File: src/hdl/mbt_pkg.sv
`timescale 1ns / 1ps
// ----------------------------------------------------------------------------
// mbt_pkg: shared types and constants of the magnetorquer body torque unit
// Field widths, fixed-point sizes, pipeline depths and register codes.
// ----------------------------------------------------------------------------
package mbt_pkg;

	// item field widths
	localparam int MRP_W      = 16;
	localparam int FIELD_W    = 18;
	localparam int CMD_W      = 20;
	localparam int TORQUE_W   = 48;
	localparam int AXIS_W     = 16;
	localparam int LIM_LSB    = 48;
	localparam int BAR_REG_W  = 64;
	localparam int CNT_W      = 3;
	localparam int CFG_IDX_W  = 3;
	localparam int NBARS_HW   = 4;

	// stream payload widths (bytes filled up with zeros)
	localparam int IN_TDATA_W  = 184;
	localparam int OUT_TDATA_W = 144;
	localparam int FIELD_LSB   = 3 * MRP_W;
	localparam int CMD_LSB     = FIELD_LSB + 3 * FIELD_W;

	// attitude arithmetic
	localparam int S2_W        = 32;
	localparam int D_W         = 36;
	localparam int DIVIDEND_W  = 65;
	localparam int DIV_STEPS   = 37;
	localparam int DIP_W       = 36;
	localparam int M_W         = 38;
	localparam int B_W         = 21;

	// pipeline depths in register stages
	localparam int FRONT_LAT = 4;
	localparam int ROW_LAT   = DIV_STEPS + 7;
	localparam int PIPE_LAT  = FRONT_LAT + ROW_LAT + 2;

	typedef logic signed [MRP_W-1:0]   mrp_t;
	typedef logic signed [FIELD_W-1:0] field_t;
	typedef logic signed [CMD_W-1:0]   cmd_t;
	typedef logic signed [DIP_W-1:0]   dip_t;
	typedef logic signed [M_W-1:0]     mom_t;
	typedef logic signed [B_W-1:0]     bfield_t;

	typedef enum logic [CFG_IDX_W-1:0] {
		REG_BAR_COUNT = 3'd0,
		REG_BAR0      = 3'd1,
		REG_BAR1      = 3'd2,
		REG_BAR2      = 3'd3,
		REG_BAR3      = 3'd4
	} cfg_reg_t;

endpackage

File: src/hdl/mbt_bar_lane.sv
`timescale 1ns / 1ps
// ----------------------------------------------------------------------------
// mbt_bar_lane: one torque bar
// Clamps the bar's command to its limit and weights the bar axis by it.
// ----------------------------------------------------------------------------
module mbt_bar_lane import mbt_pkg::*; (
	input  logic                 clk,
	input  logic                 en,
	input  logic                 use_bar,
	input  logic [BAR_REG_W-1:0] bar_reg,
	input  cmd_t                 cmd,
	output dip_t                 dip [3]
);

	logic signed [CMD_W:0] lim_w;
	logic signed [CMD_W:0] nlim_w;
	logic signed [CMD_W:0] cmd_w;
	cmd_t                  clip;
	cmd_t                  clip_s1;
	logic signed [AXIS_W-1:0] ax [3];
	dip_t                  dip_s2 [3];

	// clamp to plus or minus the limit, drop unused bars
	always_comb begin
		lim_w  = $signed({{(CMD_W + 1 + LIM_LSB - BAR_REG_W){1'b0}},
			bar_reg[BAR_REG_W-1:LIM_LSB]});
		nlim_w = -lim_w;
		cmd_w  = {cmd[CMD_W-1], cmd};
		if (!use_bar)
			clip = '0;
		else if (cmd_w > lim_w)
			clip = lim_w[CMD_W-1:0];
		else if (cmd_w < nlim_w)
			clip = nlim_w[CMD_W-1:0];
		else
			clip = cmd;
		for (int i = 0; i < 3; i++)
			ax[i] = $signed(bar_reg[AXIS_W*i +: AXIS_W]);
	end

	always_ff @(posedge clk) begin
		if (en) begin
			clip_s1 <= clip;
			for (int i = 0; i < 3; i++)
				dip_s2[i] <= ax[i] * clip_s1;
		end
	end

	assign dip = dip_s2;

endmodule

File: config.mk
export PLATFORM = sky130hd
export DESIGN_NAME = mbt_bar_lane
export DESIGN_NICKNAME = d
export VERILOG_FILES = /design/src/hdl/mbt_pkg.sv /design/src/hdl/mbt_bar_lane.sv
export SDC_FILE = /design/constraint.sdc
export NUM_CORES = 2
export LEC_CHECK = 0
export BUFFER_PORTS_ARGS = -buffer_cell sky130_fd_sc_hd__buf_4
export CORE_MARGIN = 2
export CORE_UTILIZATION = 40
export DETAILED_ROUTE_END_ITERATION = 10
export PLACE_DENSITY_LB_ADDON = 0.12
export SYNTH_ARGS = -nofsm -noshare
export SYNTH_HDL_FRONTEND = slang
export SYNTH_SLANG_ARGS = --single-unit
File: constraint.sdc
create_clock -name clk -period 11.26 [get_ports clk]
set_input_delay 2.252 -clock clk [delete_from_list [all_inputs] [get_ports clk]]
set_output_delay 2.252 -clock clk [all_outputs]
set_load 0.005 [all_outputs]
## Word level (Yosys, flattened, before mapping)

Cells that the tools add are included.

| storage, ports and cells | value |
|---|---|
| flip-flop bits (word level) | 128 |
| input bits | 87 |
| output and inout port bits | 108 |
| word-level logic and storage cells | 15 |

| cells by class | value |
|---|---|
| $add $sub $neg | 1 |
| $mul | 3 |
| order comparisons | 2 |
| muxes and demuxes | 2 |
| bitwise logic cells | 1 |
| reductions and logical operators | 1 |

Operator list:

| operator | number |
|---|---|
| 16-bit by 20-bit multiplier with 36-bit output | 3 |
| 20-bit by 21-bit < comparator with 1-bit output | 1 |
| 16-bit negator with 21-bit output | 1 |
| 20-bit by 17-bit greater-than comparator with 1-bit output | 1 |
| 20-bit 2-to-1 mux | 1 |
| 16-bit 2-to-1 mux | 1 |
| 2-bit OR reduction | 1 |
| 1-bit inverter | 1 |

## Longest topological paths before layout

| depth | value |
|---|---|
| depth after elaboration | 4 |
| gate-level depth with buffers | 26 |
| gate-level depth less buffers | 24 |

## Least setup slack after synthesis

No wires, ideal clock.

| path | value |
|---|---|
| kind | input-to-reg |
| start point | input bar_reg[34] |
| end point | register dip_s2, in the netlist dip[35], data pin |
| library setup time | 0.260 ns |
| data arrival time | 7.711 ns |
| path slack | 3.289 ns |
| stages | 22 |
| cells stage by stage | buf_1 and2_1 fa_1 inv_1 fa_1 fa_1 inv_1 fa_1 fa_1 inv_1 fa_1 inv_1 ha_1 a21o_1 a21o_1 a2111oi_0 a21oi_1 o2111ai_1 a31oi_1 o21a_1 a2bb2oi_1 xnor2_1 |

| between the ends | value |
|---|---|
| cells in the longest elaborated chain, start to end | 1 |

RTL lines:

| item | line | RTL |
|---|---|---|
| from (decl) | mbt_bar_lane.sv:10 | `input logic [BAR_REG_W-1:0] bar_reg,` |
| 16-bit by 20-bit multiplier with 36-bit output | mbt_bar_lane.sv:45 | `dip_s2[i] <= ax[i] * clip_s1;` |
| to (signal, indexed assignment) | mbt_bar_lane.sv:45 |  |
| to (decl) | mbt_bar_lane.sv:21 | `dip_t dip_s2 [3];` |

Every way passes these cells.
A chain may end at the register's enable or synchronous reset.

## Final worst setup path

| path | value |
|---|---|
| start point | input bar_reg[15] |
| end point | register dip_s2, in the netlist dip[107], data pin |

The elaborated chain is that of the path after synthesis.

==> flow_summary_export.csv <==
group,metric,value,unit
sta,finalHoldViolations,0,
sta,setup_tns,0,ns
floorplanning,fp.dieH,324.9,um
setup_path,worst_ep_required_time,11.53,ns
global_routing,grt_usage,20.06,%
clock_tree,cts_tree,"built",
yosys,synth_seq_cells,128,
clock_tree,clk_path_buf_depth,2,
route,drt_first_pass_iters,5,
yosys,ys.flop_type,"edfxtp_1",
layout,area_delta_synth_final,7.650,%
floorplanning,die_area,105600,sq um
layout,drive_above_1_share,6.227,%
setup_path,path_class,"in -> reg",
setup_path,cpPeakStageDelay,0.51,ns
sta,slew_headroom,44.32,%
yosys,synth_edf_count,128,
setup_path,cp_slowest_cell,"fa_1",
layout,multiInputGateArea,32450,sq um
sta,hold_slack,1.017,ns
yosys,synth_top_area_share,46.36,%
global_routing,grt_pass1_wl,167.3,mm
placement,dp_slack,2.314,ns
sta,rsz0062_at_grt,"false",
outcome,outcome,"finished clean",
floorplanning,core-area,102000,sq um
placement,dp_hpwl,77.60,mm
sta,period_share,75.70,%
route,wl_per_cell,17.05,um
route,drt_iter0_drc,1469,
clock_tree,cts-root-buf,"clkbuf_16",
sta,drv_slew,0,
floorplanning,dieWidth,324.9,um
route,num_vias,28440,
yosys,syn_inst,4394,
route,drtAntennaViolNets,0,
yosys,synth_common_cells,"inv_1 (1087), fa_1 (954), nand2_1 (515), and2_1 (446), ha_1 (307)",
global_routing,grt.overflow.total,0,
floorplanning,fp-row-count,117,
clock_tree,htree_levels,4,
sta,fin_crit,8.524,ns
yosys,synth.distinct_cells,79,
floorplanning,ios,195,
global_routing,grt_max_degree,76,
placement,place.gp.congestion,0.8284,
setup_path,path_buf_inv,4,
clock_tree,cts_hold_buffers,0,
yosys,synth.cell_area,41200,sq um
route,wl,98.93,mm
clock_tree,cts_buffers,17,
sta,setup_viol,0,
yosys,synth.area.top_cells,"fa_1 (46%), inv_1 (9.9%), edfxtp_1 (9.3%), ha_1 (9.3%), and2_1 (6.8%)",
floorplanning,initial_core_util,40.38,%
clock_tree,cts.sinks,128,
clock_tree,cts-resized-gates,0,
layout,regArea,3844,sq um
layout,fillers,10200,
yosys,synth.most_common_cell,"inv_1",
sta,finalClockSkew,0.01882,ns
placement,port_buffers,194,
yosys,yosysWarnings,0,
route,drcViolationCount,0,
yosys,syn_nets,5742,
sta,worst_slack,2.736,ns
setup_path,crit_family,"adder cells",
sta,tightest_slew,0.8353,ns
setup_path,crit_path_end_kind,"flop",
layout,fin_area,44350,sq um
layout,layout.nets,5767,
setup_path,crit_chain,"buf_4 -> clkinv_1 -> nor2_1 -> fa_1 -> fa_1 -> fa_1 -> fa_1 -> fa_1 -> inv_1 -> fa_1 -> inv_1 -> ha_1 -> nand3_1 -> or3_1 -> a2111oi_2 -> o21ai_1 -> a31oi_1 -> a41oi_2 -> o21ai_1 -> a21oi_1 -> xnor2_1",
hold_path,min_path_type,"reg -> reg",
clock_tree,cts_setup_buffers,0,
yosys,ys_seq_area_share,9.330,%
clock_tree,clk_latency,0.52,ns
clock_tree,clkTransAtPathRegs,0.08,ns
setup_path,cp.arrival,8.80,ns
yosys,synth_area_leader_cell,"fa_1",
setup_path,cp_max_fo,17,
global_routing,grt_pass1_vias,30810,
setup_path,cp-start-kind,"primary input",
flow_run,cap_violations,0,
route,drt-vias-per-instance,4.902,
setup_path,cp_common_cell,"fa_1",
yosys,avgSynthCellArea,9.376,sq um
sta,fmax,117.3,MHz
global_routing,antenna_found_initial,4,
yosys,ys_async_sr_fraction,0,%
placement,postPlaceCellArea,43760,sq um
sequential cells by signal, summed over array words and instances, names as in the netlist:
signal   cells
clip_s1     20
dip        108
layout by cell type, fill, tap and decap left out, types with 26 or more instances in the layout:
master | synthesis | layout
ha_1 | 307 | 307
inv_1 | 1087 | 1087
xnor2_1 | 101 | 101
and2_1 | 446 | 446
nand2b_1 | 26 | 26
a21o_1 | 42 | 42
a21oi_1 | 97 | 97
o21ai_0 | 45 | 45
edfxtp_1 | 128 | 128
buf_4 | 1 | 220
nand2_1 | 515 | 515
fa_1 | 954 | 954
nor2_1 | 139 | 139
cell families after synthesis:
kind of cell	Yosys count	synth area share (%)
xor+xnor	124	2.636
simple gates	1233	14.71
buf+inv	1305	11.92
flops	128	9.330
fa+ha+maj	1261	55.68
mux	17	0.4161
compound gates	326	5.312
path summary, 6_finish.rpt:
check,cells past startpoint,from,endpoint,slack [ns]
worst max register to register,23,clip_s1[7],dip[107],4.06
worst min-delay path,2,clip_s1[0],dip[72],1.02
worst min register to register,2,clip_s1[0],dip[72],1.02
worst max-delay path,21,bar_reg[15],dip[107],2.74
through the flow:
step	std cells	util, %
floorplan	4394	-
global placement	5768	42.89
detailed placement	5768	42.89
CTS	5800	43.46
global route	5800	43.46
finish	5801	43.47
routing by layer:
metal,GRT usage [%],vias up,share of wire (%)
li1,-,13020,-
met4,4.630,4,1.7
met3,2.195,66,3.6
met1,27.79,14850,45
met5,0,-,0.023
met2,33.82,498,49
area by class of cell:
cell class	count	share of cell area, %
repair buffers	221	3.749
diodes	1	0.005642
clock inverters	15	0.3696
well taps	1368	3.859
multi-input cells	2961	73.16
clock buffers	17	0.9592
flip-flops and latches	128	8.667
inverters	1090	9.225
worst min-delay path, delay by kind of cell, from the launching register on:
kind,cells,cell delay [ns]
buf+inv,1,0.31
flops,1,0.41
simple gates,1,0.17
Power is left out: the tool's default activity adds up to more than one toggle a clock period on the data nets, which glitch-free logic cannot reach.
